[config.mk]
export PLATFORM = sky130hd
export DESIGN_NAME = kalman_angle_gyro_fusion
export DESIGN_NICKNAME = d
export VERILOG_FILES = /design/src/rtl/kagf_pkg.sv /design/src/rtl/kagf_cfg.sv /design/src/rtl/kagf_alu.sv /design/src/rtl/kalman_angle_gyro_fusion.sv
export VERILOG_INCLUDE_DIRS = /design/src /design/src/rtl
export SDC_FILE = /design/constraint.sdc
export NUM_CORES = 2
export LEC_CHECK = 0
export BUFFER_PORTS_ARGS = -buffer_cell sky130_fd_sc_hd__clkbuf_2
export CAP_MARGIN = 10
export CORE_MARGIN = 3
export CORE_UTILIZATION = 41
export DETAILED_ROUTE_END_ITERATION = 16
export SLEW_MARGIN = 15
export SYNTH_ARGS = -nofsm -noshare
export SYNTH_HDL_FRONTEND = slang
export SYNTH_SLANG_ARGS = --single-unit
[constraint.sdc]
create_clock -name clk -period 24.8 [get_ports clk]
set_input_delay 6.2 -clock clk [delete_from_list [all_inputs] [get_ports clk]]
set_output_delay 6.2 -clock clk [all_outputs]
set_load 0.005 [all_outputs]
[src/rtl/kalman_angle_gyro_fusion_assert.svh]
// ----------------------------------------------------------------------------
// kalman angle fusion assertion macros
// concurrent assertion wrappers, empty for synthesis
// ----------------------------------------------------------------------------
`ifndef KALMAN_ANGLE_GYRO_FUSION_ASSERT_SVH
`define KALMAN_ANGLE_GYRO_FUSION_ASSERT_SVH
`ifndef SYNTHESIS
`define KAGF_ASSERT_SAME(lbl, ante, cons) \
	lbl: assert property (@(posedge clk) disable iff (!arst_n) (ante) |-> (cons)) \
		else $error("assertion failed");
`define KAGF_ASSERT_NEXT(lbl, ante, cons) \
	lbl: assert property (@(posedge clk) disable iff (!arst_n) (ante) |=> (cons)) \
		else $error("assertion failed");
`else
`define KAGF_ASSERT_SAME(lbl, ante, cons)
`define KAGF_ASSERT_NEXT(lbl, ante, cons)
`endif
`endif

[src/rtl/kagf_pkg.sv]
// ----------------------------------------------------------------------------
// kagf package
// shared types and constants of the kalman angle fusion block
// ----------------------------------------------------------------------------
`timescale 1ns / 1ps
`default_nettype none
package kagf_pkg;
	localparam int FRAC = 24;
	localparam int CHUNK = 16;

	typedef enum logic [0:0] {
		ALU_MUL = 1'b0,
		ALU_DIV = 1'b1
	} alu_op_e_t;

	typedef struct packed {
		logic      start;
		alu_op_e_t op;
	} alu_req_t;

	typedef enum logic [2:0] {
		REG_TIME_STEP   = 3'd0,
		REG_ANGLE_NOISE = 3'd1,
		REG_BIAS_NOISE  = 3'd2,
		REG_MEAS_NOISE  = 3'd3,
		REG_OBS_GAIN    = 3'd4
	} reg_idx_e_t;

	typedef enum logic [3:0] {
		STEP_ANGLE_PRED = 4'd0,
		STEP_P00_PRED   = 4'd1,
		STEP_P01_PRED   = 4'd2,
		STEP_P11_PRED   = 4'd3,
		STEP_PCT0       = 4'd4,
		STEP_PCT1       = 4'd5,
		STEP_INNOV_VAR  = 4'd6,
		STEP_GAIN0      = 4'd7,
		STEP_GAIN1      = 4'd8,
		STEP_T1         = 4'd9,
		STEP_P00_CORR   = 4'd10,
		STEP_P01_CORR   = 4'd11,
		STEP_P10_CORR   = 4'd12,
		STEP_P11_CORR   = 4'd13,
		STEP_ANGLE_CORR = 4'd14,
		STEP_BIAS_CORR  = 4'd15
	} step_e_t;

	typedef enum logic [2:0] {
		ST_IDLE = 3'b001,
		ST_RUN  = 3'b010,
		ST_OUT  = 3'b100
	} state_e_t;
endpackage
`default_nettype wire

[src/rtl/kagf_cfg.sv]
// ----------------------------------------------------------------------------
// kagf configuration registers
// holds time step, noise terms and observation gain
// ----------------------------------------------------------------------------
`timescale 1ns / 1ps
`default_nettype none
module kagf_cfg (
	input  wire logic               clk,
	input  wire logic               arst_n,
	input  wire logic               cfg_valid,
	output logic                    cfg_ready,
	input  wire logic [2:0]         cfg_index,
	input  wire logic [31:0]        cfg_data,
	output logic [24:0]             time_step,
	output logic [30:0]             angle_process_noise,
	output logic [30:0]             bias_process_noise,
	output logic [30:0]             measure_noise,
	output logic signed [31:0]      observe_gain
);
	logic [24:0]        dt_q;
	logic [30:0]        qa_q, qg_q, rm_q;
	logic signed [31:0] c_q;

	assign cfg_ready = 1'b1;

	always_ff @(posedge clk or negedge arst_n) begin
		if (!arst_n) begin
			dt_q <= 25'd16777;
			qa_q <= 31'd16777;
			qg_q <= 31'd83886;
			rm_q <= 31'd8388608;
			c_q  <= 32'sd16777216;
		end else if (cfg_valid) begin
			unique case (kagf_pkg::reg_idx_e_t'(cfg_index))
				kagf_pkg::REG_TIME_STEP:   dt_q <= cfg_data[24:0];
				kagf_pkg::REG_ANGLE_NOISE: qa_q <= cfg_data[30:0];
				kagf_pkg::REG_BIAS_NOISE:  qg_q <= cfg_data[30:0];
				kagf_pkg::REG_MEAS_NOISE:  rm_q <= cfg_data[30:0];
				kagf_pkg::REG_OBS_GAIN:    c_q  <= $signed(cfg_data);
				default: ;
			endcase
		end
	end

	assign time_step           = dt_q;
	assign angle_process_noise = qa_q;
	assign bias_process_noise  = qg_q;
	assign measure_noise       = rm_q;
	assign observe_gain        = c_q;
endmodule
`default_nettype wire

[src/rtl/kagf_alu.sv]
// ----------------------------------------------------------------------------
// kagf shared multiply / divide unit
// q.24 rounded multiply by 16-bit chunks, restoring q.24 divide one bit a cycle
// ----------------------------------------------------------------------------
`timescale 1ns / 1ps
`default_nettype none
module kagf_alu #(
	parameter int W  = 32,
	parameter int OW = 32
) (
	input  wire logic                   clk,
	input  wire logic                   arst_n,
	input  wire kagf_pkg::alu_req_t     req,
	input  wire logic signed [OW-1:0]   a,
	input  wire logic signed [OW-1:0]   b,
	output logic                        done,
	output logic signed [W-1:0]         res
);
	localparam int NCH = (OW + kagf_pkg::CHUNK - 1) / kagf_pkg::CHUNK;
	localparam int YW  = NCH * kagf_pkg::CHUNK;
	localparam int PW  = YW + OW;
	localparam int NW  = OW + kagf_pkg::FRAC;
	localparam int MW  = PW + 1;
	localparam int CW  = $clog2(NW + 1);

	logic                    busy_q, done_q, neg_q;
	kagf_pkg::alu_op_e_t     op_q;
	logic [OW-1:0]           x_q;
	logic [YW-1:0]           y_q;
	logic [PW-1:0]           acc_q;
	logic [NW-1:0]           num_q, quo_q;
	logic [OW:0]             rem_q;
	logic [CW-1:0]           cnt_q;
	logic signed [W-1:0]     res_q;

	logic [OW-1:0]           mag_a, mag_b;
	logic [OW+kagf_pkg::CHUNK-1:0] part;
	logic [OW:0]             rem2;
	logic                    ge;
	logic [MW-1:0]           rnd, mag_r, lim;
	logic signed [W-1:0]     sat_r;

	assign mag_a = a[OW-1] ? OW'(-a) : OW'(a);
	assign mag_b = b[OW-1] ? OW'(-b) : OW'(b);
	assign part  = x_q * y_q[YW-1 -: kagf_pkg::CHUNK];
	assign rem2  = {rem_q[OW-1:0], num_q[NW-1]};
	assign ge    = rem2 >= {1'b0, x_q};
	assign rnd   = MW'(acc_q) + (MW'(1) << (kagf_pkg::FRAC - 1));
	assign lim   = MW'(1) << (W - 1);

	always_comb begin
		if (op_q == kagf_pkg::ALU_MUL) mag_r = rnd >> kagf_pkg::FRAC;
		else mag_r = MW'(quo_q);
		if (neg_q) begin
			if (mag_r > lim) sat_r = W'(-lim);
			else sat_r = W'(-mag_r);
		end else begin
			if (mag_r > lim - MW'(1)) sat_r = W'(lim - MW'(1));
			else sat_r = W'(mag_r);
		end
	end

	always_ff @(posedge clk or negedge arst_n) begin
		if (!arst_n) begin
			busy_q <= 1'b0;
			done_q <= 1'b0;
			cnt_q  <= '0;
		end else begin
			done_q <= 1'b0;
			if (!busy_q && req.start) begin
				busy_q <= 1'b1;
				cnt_q  <= (req.op == kagf_pkg::ALU_MUL) ? CW'(NCH) : CW'(NW);
			end else if (busy_q) begin
				if (cnt_q == '0) begin
					busy_q <= 1'b0;
					done_q <= 1'b1;
				end else begin
					cnt_q <= cnt_q - CW'(1);
				end
			end
		end
	end

	always_ff @(posedge clk) begin
		if (!busy_q && req.start) begin
			op_q <= req.op;
			if (req.op == kagf_pkg::ALU_MUL) begin
				neg_q <= a[OW-1] ^ b[OW-1];
				x_q   <= mag_a;
				y_q   <= YW'(mag_b);
				acc_q <= '0;
			end else begin
				// divisor is positive here, held in x
				neg_q <= a[OW-1];
				x_q   <= OW'(b);
				num_q <= {mag_a, {kagf_pkg::FRAC{1'b0}}};
				rem_q <= '0;
				quo_q <= '0;
			end
		end else if (busy_q) begin
			if (cnt_q == '0) begin
				res_q <= sat_r;
			end else if (op_q == kagf_pkg::ALU_MUL) begin
				acc_q <= (acc_q << kagf_pkg::CHUNK) + PW'(part);
				y_q   <= y_q << kagf_pkg::CHUNK;
			end else begin
				rem_q <= ge ? rem2 - {1'b0, x_q} : rem2;
				quo_q <= {quo_q[NW-2:0], ge};
				num_q <= num_q << 1;
			end
		end
	end

	assign done = done_q;
	assign res  = res_q;
endmodule
`default_nettype wire

[src/rtl/kalman_angle_gyro_fusion.sv]
// ----------------------------------------------------------------------------
// kalman angle / gyro bias fusion
// two-state kalman filter sequenced over one shared multiply / divide unit
// ----------------------------------------------------------------------------
// each input transaction runs through the prediction, gain and correction steps on the
//   shared unit before output valid; the two divisions dominate the run time
// a new input is accepted only after the output has been taken, so output stalls hold it off;
//   a non-positive innovation variance skips both divisions
// reset clears angle, bias and covariance to zero and loads the register defaults
`timescale 1ns / 1ps
`default_nettype none
`include "kalman_angle_gyro_fusion_assert.svh"
module kalman_angle_gyro_fusion #(
	parameter int WORD_WIDTH = 32
) (
	input  wire logic           clk,
	input  wire logic           arst_n,
	input  wire logic           s_tvalid,
	output logic                s_tready,
	input  wire logic [63:0]    s_tdata,   // angle_meas, gyro_meas
	output logic                m_tvalid,
	input  wire logic           m_tready,
	output logic [63:0]         m_tdata,   // angle_est, rate_est
	input  wire logic           cfg_valid,
	output logic                cfg_ready,
	input  wire logic [2:0]     cfg_index,
	input  wire logic [31:0]    cfg_data
);
	localparam int W  = WORD_WIDTH;
	localparam int OW = (W > 32) ? W : 32;
	localparam int XW = OW + 2;
	localparam logic signed [XW-1:0] WMAX = {{(XW-W+1){1'b0}}, {(W-1){1'b1}}};
	localparam logic signed [XW-1:0] WMIN = ~WMAX;
	localparam logic signed [XW-1:0] OMAX = {{(XW-31){1'b0}}, {31{1'b1}}};
	localparam logic signed [XW-1:0] OMIN = ~OMAX;

	function automatic logic signed [W-1:0] sat_w(input logic signed [XW-1:0] x);
		if (x > WMAX) return WMAX[W-1:0];
		else if (x < WMIN) return WMIN[W-1:0];
		else return x[W-1:0];
	endfunction

	function automatic logic [31:0] sat_o(input logic signed [XW-1:0] x);
		if (x > OMAX) return OMAX[31:0];
		else if (x < OMIN) return OMIN[31:0];
		else return x[31:0];
	endfunction

	function automatic logic signed [XW-1:0] xw(input logic signed [W-1:0] v);
		return XW'(v);
	endfunction

	logic [24:0]          dt;
	logic [30:0]          qa, qg, rm;
	logic signed [31:0]   cg;

	kagf_pkg::state_e_t   state_q;
	kagf_pkg::step_e_t    step_q;
	logic                 issued_q;
	logic signed [W-1:0]  ang_q, bias_q, p00_q, p01_q, p10_q, p11_q;
	logic signed [W-1:0]  t0_q, pct1_q, t1_q, k0_q, k1_q, e_q, err_q;
	logic signed [31:0]   am_q, gm_q;
	logic [31:0]          out_ang_q, out_rate_q;

	kagf_pkg::alu_req_t   req;
	logic signed [OW-1:0] op_a, op_b;
	logic                 alu_done;
	logic signed [W-1:0]  m;
	logic signed [W-1:0]  pd0, pd1, gmb;
	logic                 e_pos, skip_div;
	logic signed [OW-1:0] dt_o;

	kagf_cfg u_cfg (
		.clk                 (clk),
		.arst_n              (arst_n),
		.cfg_valid           (cfg_valid),
		.cfg_ready           (cfg_ready),
		.cfg_index           (cfg_index),
		.cfg_data            (cfg_data),
		.time_step           (dt),
		.angle_process_noise (qa),
		.bias_process_noise  (qg),
		.measure_noise       (rm),
		.observe_gain        (cg)
	);

	kagf_alu #(.W(W), .OW(OW)) u_alu (
		.clk    (clk),
		.arst_n (arst_n),
		.req    (req),
		.a      (op_a),
		.b      (op_b),
		.done   (alu_done),
		.res    (m)
	);

	assign dt_o     = $signed({{(OW-25){1'b0}}, dt});
	assign gmb      = sat_w(XW'(gm_q) - xw(bias_q));
	assign pd0      = sat_w(xw(sat_w($signed({{(XW-31){1'b0}}, qa}) - xw(p01_q))) - xw(p10_q));
	assign pd1      = sat_w(-xw(p11_q));
	assign e_pos    = !e_q[W-1] && (e_q != '0);
	assign skip_div = (step_q == kagf_pkg::STEP_GAIN0) && !e_pos;

	always_comb begin
		req.op = kagf_pkg::ALU_MUL;
		op_a   = OW'(pd1);
		op_b   = dt_o;
		unique case (step_q)
			kagf_pkg::STEP_ANGLE_PRED: op_a = OW'(gmb);
			kagf_pkg::STEP_P00_PRED:   op_a = OW'(pd0);
			kagf_pkg::STEP_P01_PRED:   op_a = OW'(pd1);
			kagf_pkg::STEP_P11_PRED:   op_a = $signed({{(OW-31){1'b0}}, qg});
			kagf_pkg::STEP_PCT0: begin
				op_a = OW'(cg); op_b = OW'(p00_q);
			end
			kagf_pkg::STEP_PCT1: begin
				op_a = OW'(cg); op_b = OW'(p10_q);
			end
			kagf_pkg::STEP_INNOV_VAR: begin
				op_a = OW'(cg); op_b = OW'(t0_q);
			end
			kagf_pkg::STEP_GAIN0: begin
				req.op = kagf_pkg::ALU_DIV; op_a = OW'(t0_q); op_b = OW'(e_q);
			end
			kagf_pkg::STEP_GAIN1: begin
				req.op = kagf_pkg::ALU_DIV; op_a = OW'(pct1_q); op_b = OW'(e_q);
			end
			kagf_pkg::STEP_T1: begin
				op_a = OW'(cg); op_b = OW'(p01_q);
			end
			kagf_pkg::STEP_P00_CORR: begin
				op_a = OW'(k0_q); op_b = OW'(t0_q);
			end
			kagf_pkg::STEP_P01_CORR: begin
				op_a = OW'(k0_q); op_b = OW'(t1_q);
			end
			kagf_pkg::STEP_P10_CORR: begin
				op_a = OW'(k1_q); op_b = OW'(t0_q);
			end
			kagf_pkg::STEP_P11_CORR: begin
				op_a = OW'(k1_q); op_b = OW'(t1_q);
			end
			kagf_pkg::STEP_ANGLE_CORR: begin
				op_a = OW'(k0_q); op_b = OW'(err_q);
			end
			kagf_pkg::STEP_BIAS_CORR: begin
				op_a = OW'(k1_q); op_b = OW'(err_q);
			end
			default: ;
		endcase
		req.start = (state_q == kagf_pkg::ST_RUN) && !issued_q && !skip_div;
	end

	always_ff @(posedge clk or negedge arst_n) begin
		if (!arst_n) begin
			state_q  <= kagf_pkg::ST_IDLE;
			step_q   <= kagf_pkg::STEP_ANGLE_PRED;
			issued_q <= 1'b0;
			ang_q    <= '0;
			bias_q   <= '0;
			p00_q    <= '0;
			p01_q    <= '0;
			p10_q    <= '0;
			p11_q    <= '0;
		end else begin
			unique case (state_q)
				kagf_pkg::ST_IDLE: begin
					if (s_tvalid) begin
						state_q <= kagf_pkg::ST_RUN;
						step_q  <= kagf_pkg::STEP_ANGLE_PRED;
					end
				end
				kagf_pkg::ST_RUN: begin
					if (skip_div) begin
						// no correction when innovation variance is not positive
						step_q <= kagf_pkg::STEP_T1;
					end else if (!issued_q) begin
						issued_q <= 1'b1;
					end else if (alu_done) begin
						issued_q <= 1'b0;
						step_q   <= kagf_pkg::step_e_t'(step_q + 4'd1);
						unique case (step_q)
							kagf_pkg::STEP_ANGLE_PRED: ang_q <= sat_w(xw(ang_q) + xw(m));
							kagf_pkg::STEP_P00_PRED:   p00_q <= sat_w(xw(p00_q) + xw(m));
							kagf_pkg::STEP_P01_PRED: begin
								p01_q <= sat_w(xw(p01_q) + xw(m));
								p10_q <= sat_w(xw(p10_q) + xw(m));
							end
							kagf_pkg::STEP_P11_PRED:   p11_q <= sat_w(xw(p11_q) + xw(m));
							kagf_pkg::STEP_P00_CORR:   p00_q <= sat_w(xw(p00_q) - xw(m));
							kagf_pkg::STEP_P01_CORR:   p01_q <= sat_w(xw(p01_q) - xw(m));
							kagf_pkg::STEP_P10_CORR:   p10_q <= sat_w(xw(p10_q) - xw(m));
							kagf_pkg::STEP_P11_CORR:   p11_q <= sat_w(xw(p11_q) - xw(m));
							kagf_pkg::STEP_ANGLE_CORR: ang_q <= sat_w(xw(ang_q) + xw(m));
							kagf_pkg::STEP_BIAS_CORR: begin
								bias_q  <= sat_w(xw(bias_q) + xw(m));
								state_q <= kagf_pkg::ST_OUT;
							end
							default: ;
						endcase
					end
				end
				kagf_pkg::ST_OUT: begin
					if (m_tready) state_q <= kagf_pkg::ST_IDLE;
				end
				default: state_q <= kagf_pkg::ST_IDLE;
			endcase
		end
	end

	// payload registers
	always_ff @(posedge clk) begin
		if (state_q == kagf_pkg::ST_IDLE && s_tvalid) begin
			am_q <= $signed(s_tdata[31:0]);
			gm_q <= $signed(s_tdata[63:32]);
		end
		if (skip_div) begin
			k0_q <= '0;
			k1_q <= '0;
		end else if (state_q == kagf_pkg::ST_RUN && issued_q && alu_done) begin
			case (step_q)
				kagf_pkg::STEP_PCT0: begin
					t0_q  <= m;
					err_q <= sat_w(XW'(am_q) - xw(ang_q));
				end
				kagf_pkg::STEP_PCT1:      pct1_q <= m;
				kagf_pkg::STEP_INNOV_VAR: e_q <= sat_w($signed({{(XW-31){1'b0}}, rm}) + xw(m));
				kagf_pkg::STEP_GAIN0:     k0_q <= m;
				kagf_pkg::STEP_GAIN1:     k1_q <= m;
				kagf_pkg::STEP_T1:        t1_q <= m;
				kagf_pkg::STEP_BIAS_CORR: begin
					out_ang_q  <= sat_o(xw(ang_q));
					out_rate_q <= sat_o(XW'(gm_q) - xw(sat_w(xw(bias_q) + xw(m))));
				end
				default: ;
			endcase
		end
	end

	assign s_tready = (state_q == kagf_pkg::ST_IDLE);
	assign m_tvalid = (state_q == kagf_pkg::ST_OUT);
	assign m_tdata  = {out_rate_q, out_ang_q};

	`KAGF_ASSERT_SAME(a_one_side, s_tready, !m_tvalid)
	`KAGF_ASSERT_NEXT(a_busy_after_accept, s_tvalid && s_tready, !s_tready)
	`KAGF_ASSERT_SAME(a_start_in_run, req.start, state_q == kagf_pkg::ST_RUN)
	`KAGF_ASSERT_NEXT(a_done_single, alu_done, !alu_done)
endmodule
`default_nettype wire
; ---- Yosys cells after proc, flatten, opt, wreduce, memory -nomap -nowiden
; Index checks and enable logic that the tools add are counted.
[word_totals]
ff_bits = 1016
inputBits = 104
out_inout_bits = 67
[classes]
n_addsub = 25
n_mul = 1
order_cmp = 39
eq_ne = 34
mux = 100
n_bitwise = 3
n_reduce_logical = 57
[op_table]
columns = cell, count
row1 = 32-bit 2-to-1 mux, 52
row2 = 56-bit 2-to-1 mux, 11
row3 = "33-bit by 32-bit greater-than comparator with 1-bit output, second input constant", 16
row4 = "33-bit by 32-bit less-than comparator with 1-bit output, second input constant", 16
row5 = 64-bit 2-to-1 mux, 5
row6 = 32-bit by 32-bit subtractor with 33-bit output, 9
row7 = 32-bit one-hot mux with 9 select lines, 1
row8 = 32-bit one-hot mux with 2 select lines, 4
row9 = 32-bit by 32-bit adder with 33-bit output, 7
row10 = 32-bit one-hot mux with 7 select lines, 1
row11 = 32-bit negator, 3
row12 = "64-bit by 24-bit adder with 65-bit output, second input constant", 1
row13 = 64-bit by 48-bit adder with 64-bit output, 1
row14 = "56-bit by 31-bit greater-than comparator with 1-bit output, second input constant", 1
row15 = "56-bit by 32-bit greater-than comparator with 1-bit output, second input constant", 1
row16 = 32-bit by 16-bit multiplier with 48-bit output, 1
row17 = "34-bit by 32-bit greater-than comparator with 1-bit output, second input constant", 1
row18 = "34-bit by 32-bit less-than comparator with 1-bit output, second input constant", 1
row19 = 32-bit negator with 34-bit output, 1
row20 = 33-bit by 32-bit >= comparator with 1-bit output, 1
row21 = "4-bit == test, second input constant", 8
row22 = "32-bit greater-than comparator, second input constant", 1
row23 = "32-bit less-than comparator, second input constant", 1
row24 = 32-bit nonzero test, 1
row25 = 35 further kinds, 114

; ---- Logic depth before layout (Yosys ltp)
[logic_depth]
depth_word = 13
depth_mapped = 37

; ---- Cells and area by module
; From an unflattened synthesis, not the netlist that was laid out.
[hier_totals]
cells_unflattened = 10229
hier_area_um2 = 91510.3
[by_module_without_submodules]
columns = module, n_inst, cells_per_inst, area_each_um2, seq_area_each_um2
row1 = kalman_angle_gyro_fusion, 1, 6264, 51758.4, 14935.6
row2 = kagf_alu, 1, 3643, 34096.5, 8668.3
row3 = kagf_cfg, 1, 322, 5655.4, 3781.1

; ---- Worst setup path before layout
; OpenSTA, ideal clock, no wires.
[synth_timing]
kind = register to register
startpoint = register step_q[0]
endpoint = register u_alu.num_q[24], enable pin
setup_ns = 0.641
arrival_ns = 8.215
required_ns = 24.159
setup_slack_ns = 15.944
stages_incl_launch_ff = 13
path_buffers = 6
cell_sequence = dfrtp_1 -> ha_1 -> clkbuf_1 -> and3b_1 -> clkbuf_1 -> buf_1 -> o21a_1 -> nand2b_1 -> or3_1 -> clkbuf_1 -> clkbuf_1 -> clkbuf_1 -> o22ai_1
[synth_via]
elab_chain_len = 7
elab_cells_between_ends = 13
classes_between = eq/ne: 4 / mux: 1 / reduce/logical: 8
[synth_rtl]
columns = item, line
row1 = start: declaration, kalman_angle_gyro_fusion.sv:58  ; kagf_pkg::step_e_t step_q;
row2 = start signal: assignment, kalman_angle_gyro_fusion.sv:157  ; step_q <= kagf_pkg::STEP_ANGLE_PRED;
row3 = start signal: assignment, kalman_angle_gyro_fusion.sv:170  ; step_q <= kagf_pkg::STEP_ANGLE_PRED;
row4 = start signal: assignment, kalman_angle_gyro_fusion.sv:176  ; step_q <= kagf_pkg::STEP_T1;
row5 = 4-bit by 3-bit == test with 1-bit output, "kalman_angle_gyro_fusion.sv:102, kalman_angle_gyro_fusion.sv:108"
row6 = 1-bit logical AND, kalman_angle_gyro_fusion.sv:102  ; assign skip_div = (step_q == kagf_pkg::STEP_GAIN0) && !e_pos;
row7 = 1-bit logical NOT, kalman_angle_gyro_fusion.sv:151  ; req.start = (state_q == kagf_pkg::ST_RUN) && !issued_q && !skip_div;
row8 = 1-bit logical AND, kalman_angle_gyro_fusion.sv:151
row9 = 1-bit logical AND, kagf_alu.sv:85  ; if (!busy_q && req.start) begin
row10 = 2-bit by 1-bit != test with 1-bit output (no source line) or 2-bit nonzero test (tied branches), n/a
row11 = 4-bit AND reduction (no source line) (*), n/a
row12 = end signal: assignment, kagf_alu.sv:96  ; num_q <= {mag_a, {kagf_pkg::FRAC{1'b0}}};
row13 = end signal: assignment, kagf_alu.sv:109  ; num_q <= num_q << 1;
row14 = end: declaration, kagf_alu.sv:31  ; logic [NW-1:0] num_q, quo_q;
; Mark *: on every way between the ends. The rest lies on a longest branch, timed or not.
; A chain may end at the register's enable or synchronous reset.

; ---- Worst setup path in the final report
[layout_timing]
startpoint = register u_cfg.qa_q[0] (netlist: u_cfg.angle_process_noise[0])
endpoint = register u_alu.x_q[30] (data pin)
[layout_via]
elab_chain_len = 12
elab_cells_between_ends = 14
classes_between = add/sub: 3 / order compare: 4 / mux: 7
[layout_rtl]
columns = item, line
row1 = start: declaration, kagf_cfg.sv:21  ; logic [30:0] qa_q, qg_q, rm_q;
row2 = start signal: assignment, kagf_cfg.sv:36  ; kagf_pkg::REG_ANGLE_NOISE: qa_q <= cfg_data[30:0];
row3 = 32-bit by 32-bit subtractor with 33-bit output (*), kalman_angle_gyro_fusion.sv:99  ; assign pd0 = sat_w(xw(sat_w($signed({{(XW-31){1'b0}}, qa}) - xw(p01_q))) - xw(p10_q));
row4 = 33-bit by 32-bit less-than comparator with 1-bit output, kalman_angle_gyro_fusion.sv:39  ; else if (x < WMIN) return WMIN[W-1:0];
row5 = 32-bit 2-to-1 mux, kalman_angle_gyro_fusion.sv:39
row6 = 32-bit 2-to-1 mux (*), kalman_angle_gyro_fusion.sv:38  ; if (x > WMAX) return WMAX[W-1:0];
row7 = 32-bit by 32-bit subtractor with 33-bit output (*), kalman_angle_gyro_fusion.sv:99
row8 = 33-bit by 32-bit less-than comparator with 1-bit output, kalman_angle_gyro_fusion.sv:39
row9 = 32-bit 2-to-1 mux, kalman_angle_gyro_fusion.sv:39
row10 = 32-bit 2-to-1 mux (*), kalman_angle_gyro_fusion.sv:38
row11 = 32-bit one-hot mux with 9 select lines (*), kalman_angle_gyro_fusion.sv:108  ; unique case (step_q)
row12 = 32-bit negator, kagf_alu.sv:43  ; assign mag_a = a[OW-1] ? OW'(-a) : OW'(a);
row13 = 32-bit 2-to-1 mux (*), kagf_alu.sv:43
row14 = 32-bit 2-to-1 mux (*), kagf_alu.sv:87  ; if (req.op == kagf_pkg::ALU_MUL) begin
row15 = end signal: assignment, kagf_alu.sv:89  ; x_q <= mag_a;
row16 = end signal: assignment, kagf_alu.sv:95  ; x_q <= OW'(b);
row17 = end: declaration, kagf_alu.sv:28  ; logic [OW-1:0] x_q;
; Marks and branches as above.

==> flow_summary.json <==
{
  "outcome": "finished, violations left",
  "violations": "slew limit",
  "fin_worst_skew_ns": 0.0685,
  "routed_wl_um": 371000,
  "vias_per_cell": 6.05,
  "worstMarginPinSlew_ns": 1.52,
  "end_kind": "flop",
  "pwr-share-seq_pct": 17.0,
  "dieHeight_um": 473,
  "power.switching_mw": 7.52,
  "fp.dieW_um": 473,
  "hold_depth": 2,
  "design_area_sq_um": 98600,
  "avgSynthCellArea_sq_um": 8.86,
  "numCtsBuffers": 131,
  "synthCells": 10100,
  "seqCellArea_sq_um": 27400,
  "vdd_drop_max_mv": 0.462,
  "maxCapViolations": 0,
  "setup_violations": 0,
  "area_growth_syn_to_layout_pct": 10.2,
  "gr-total-overflow": 0,
  "ys_seq_area_share_pct": 30.6,
  "root_buffer": "clkbuf_16",
  "h-tree-depth": 4,
  "p_sw_share_pct": 49.5,
  "largest_register": "u_alu.acc_q",
  "synth_cell_types": 101,
  "yosys_register_bits": 992,
  "rows": 170,
  "initial_core_util_pct": 41.5,
  "synth_area_sq_um": 89500,
  "first_pass_iters": 6,
  "hold_buffers": 0,
  "dieArea_sq_um": 224000,
  "multi_input_area_sq_um": 56900,
  "route.vias.total": 79200,
  "min_path_type": "reg2reg",
  "yosys_warnings": 0,
  "cpPeakStageDelay_ns": 0.91,
  "placed_cell_area_sq_um": 93900,
  "grt_pass1_vias": 76800,
  "clockBufferDepth": 3,
  "route.detailed.drc": 0,
  "layout_commonest_cell": "nand2_1",
  "layout_common_cells": "1205 x nand2_1, 945 x inv_1, 857 x a21oi_1",
  "cp_slowest_cell": "o2111ai_1",
  "nFillCells": 20700,
  "path_clk_slew_ns": 0.06,
  "coreArea_sq_um": 216000,
  "clkPwrFrac_pct": 13.5,
  "boundaryPins": 171,
  "largest_registers": "u_alu.acc_q: 64 flops, u_alu.quo_q: 56 flops",
  "async_flop_share_pct": 36.1,
  "drive_above_1_share_pct": 8.98,
  "final-hold-violation-count": 0,
  "post-route-min-period_ns": 10.45,
  "cts.sinks": 992,
  "holdWs_ns": 0.454,
  "antenna_found_initial": 35,
  "cts_resized": 0,
  "synth_edf_count": 570,
  "largest_reg_flops": 64,
  "slew_viol_final": 1,
  "power_frac_comb_pct": 69.4,
  "antenna_left": 0,
  "grt_use_total_pct": 32.5,
  "p_int_mw": 7.66,
  "port_buffers": 169,
  "finalPower_mw": 15.2,
  "drtIter0Drc": 8831,
  "wl_per_cell_um": 28.3,
  "max_freq_ghz": 0.0957,
  "postCtsSetupRepairBufs": 0,
  "place_congestion": 1.00,
  "maxSlewHeadroom_pct": -1.24,
  "path_max_fanout": 16,
  "hpwl_um": 280000,
  "p_per_area_nw_per_um2": 154,
  "synth_fp_nets": 11400,
  "rsz0062_at_grt": "false",
  "cts_tree": "yes",
  "leakagePower_nw": 42.6,
  "crit_required_ns": 25.32,
  "finalCritPeriodShare_pct": 42.1,
  "start_kind": "flop",
  "worstRegToRegCells": 32,
  "clk_latency_ns": 0.83,
  "crit_type": "reg2reg",
  "arrival_ns": 10.96,
  "grt_max_degree": 98,
  "finalNetCount": 11400,
  "synthFlopType": "edfxtp_1",
  "tns_ns": 0,
  "grt_pass1_wl_um": 534000
}
## through the flow
step	util (%)	instances	setup WS [ns]
CTS	45.6	13100	14.75
floorplan	-	10100	15.94
finish	45.7	13100	14.35
global placement	43.5	12800	14.74
detailed placement	43.5	12800	14.78
global route	45.7	13100	13.83
## kinds of logic (layout without fill, tap and decap cells)
| logic type | after synthesis | in the layout | share of synthesized area (%) |
|---|---|---|---|
| flops | 992 | 992 | 30.6 |
| simple gates | 2984 | 2984 | 15.5 |
| fa+ha+maj | 1187 | 1187 | 20.4 |
| compound gates | 2699 | 2699 | 19.1 |
| buf+inv | 1458 | 1587 | 6.15 |
| mux | 216 | 216 | 2.65 |
| other cells | 1 | 19 | 0.00419 |
| xor+xnor | 560 | 560 | 5.48 |
## path summary, 6_finish.rpt
kind | start | to | slack (ns)
setup reg to reg | u_cfg.angle_process_noise[0]$_DFFE_PN1P_ | u_alu.x_q[30]$_DFFE_PP_ | 14.35
hold reg to reg | k1_q[13]$_SDFFE_PP0P_ | k1_q[13]$_SDFFE_PP0P_ | 0.45
max in group asynchronous | arst_n | p11_q[24]$_DFFE_PN0P_ | 16.30
setup / recovery | u_cfg.angle_process_noise[0]$_DFFE_PN1P_ | u_alu.x_q[30]$_DFFE_PP_ | 14.35
min in group asynchronous | arst_n | bias_q[2]$_DFFE_PN0P_ | 5.38
hold / removal | k1_q[13]$_SDFFE_PP0P_ | k1_q[13]$_SDFFE_PP0P_ | 0.45
## power groups by stage
stage / registers [mW] / logic [mW] / clock network [mW]
3_5_place_dp: 2.61 / 10.5 / 0
6_report: 2.59 / 10.5 / 2.06
4_1_cts: 2.59 / 10.5 / 2.08
5_1_grt: 2.61 / 11.7 / 2.15
3_3_place_gp: 2.61 / 10.4 / 0
2_1_floorplan: 2.55 / 7.34 / 0
## synth_stat cells, types with 80 or more instances
cell type | count | share of area, %
nor3_1 | 153 | 0.86
xor2_1 | 218 | 2.1
o21ai_0 | 532 | 3.0
inv_1 | 949 | 4.0
mux2_2 | 157 | 2.0
fa_1 | 467 | 10
a31oi_1 | 123 | 0.86
a21o_1 | 214 | 1.8
ha_1 | 689 | 9.6
clkbuf_1 | 461 | 1.9
xnor2_1 | 342 | 3.3
o21bai_1 | 108 | 0.91
a21oi_1 | 859 | 4.8
and2_1 | 272 | 1.9
nor2_1 | 620 | 2.6
edfxtp_1 | 570 | 19
o31ai_1 | 127 | 1.1
a22oi_1 | 134 | 1.1
dfrtp_1 | 335 | 9.4
nor2b_1 | 80 | 0.56
nand3_1 | 163 | 0.91
nand2_1 | 1206 | 5.1
nand2b_1 | 116 | 0.81
## critical path, delay by kind of cell, from the launching register on
kind,cells,cell delay (ns)
DFF,1,0.52
and+or+nand+nor,6,1.37
adders and majority gates,3,1.11
xor gates and xnor gates,1,0.30
buffers and inverters,2,0.26
muxes,1,0.11
AOI/OAI and AO/OA,19,6.46
## area by class of cell
cell class | count | area share (%)
Multi-Input combinational cell | 7647 | 57.7
Sequential cell | 992 | 27.8
Inverter | 949 | 3.62
Tap cell | 2838 | 3.60
Clock buffer | 159 | 3.58
Timing Repair Buffer | 396 | 2.62
Clock inverter | 83 | 1.08
Antenna cell | 18 | 0.0457
## metal layers
| metal | part of all wire (%) | wire, um | vias to the layer above | global-route usage (%) |
|---|---|---|---|---|
| met1 | 41 | 151000 | 39300 | 42.4 |
| met3 | 9.1 | 33700 | 790 | 7.34 |
| li1 | - | - | 35300 | - |
| met2 | 43 | 160000 | 3777 | 49.0 |
| met4 | 7.1 | 26200 | 8 | 19.7 |
| met5 | 0.013 | 50 | - | 0 |
Power figures use the tool's default switching activity.
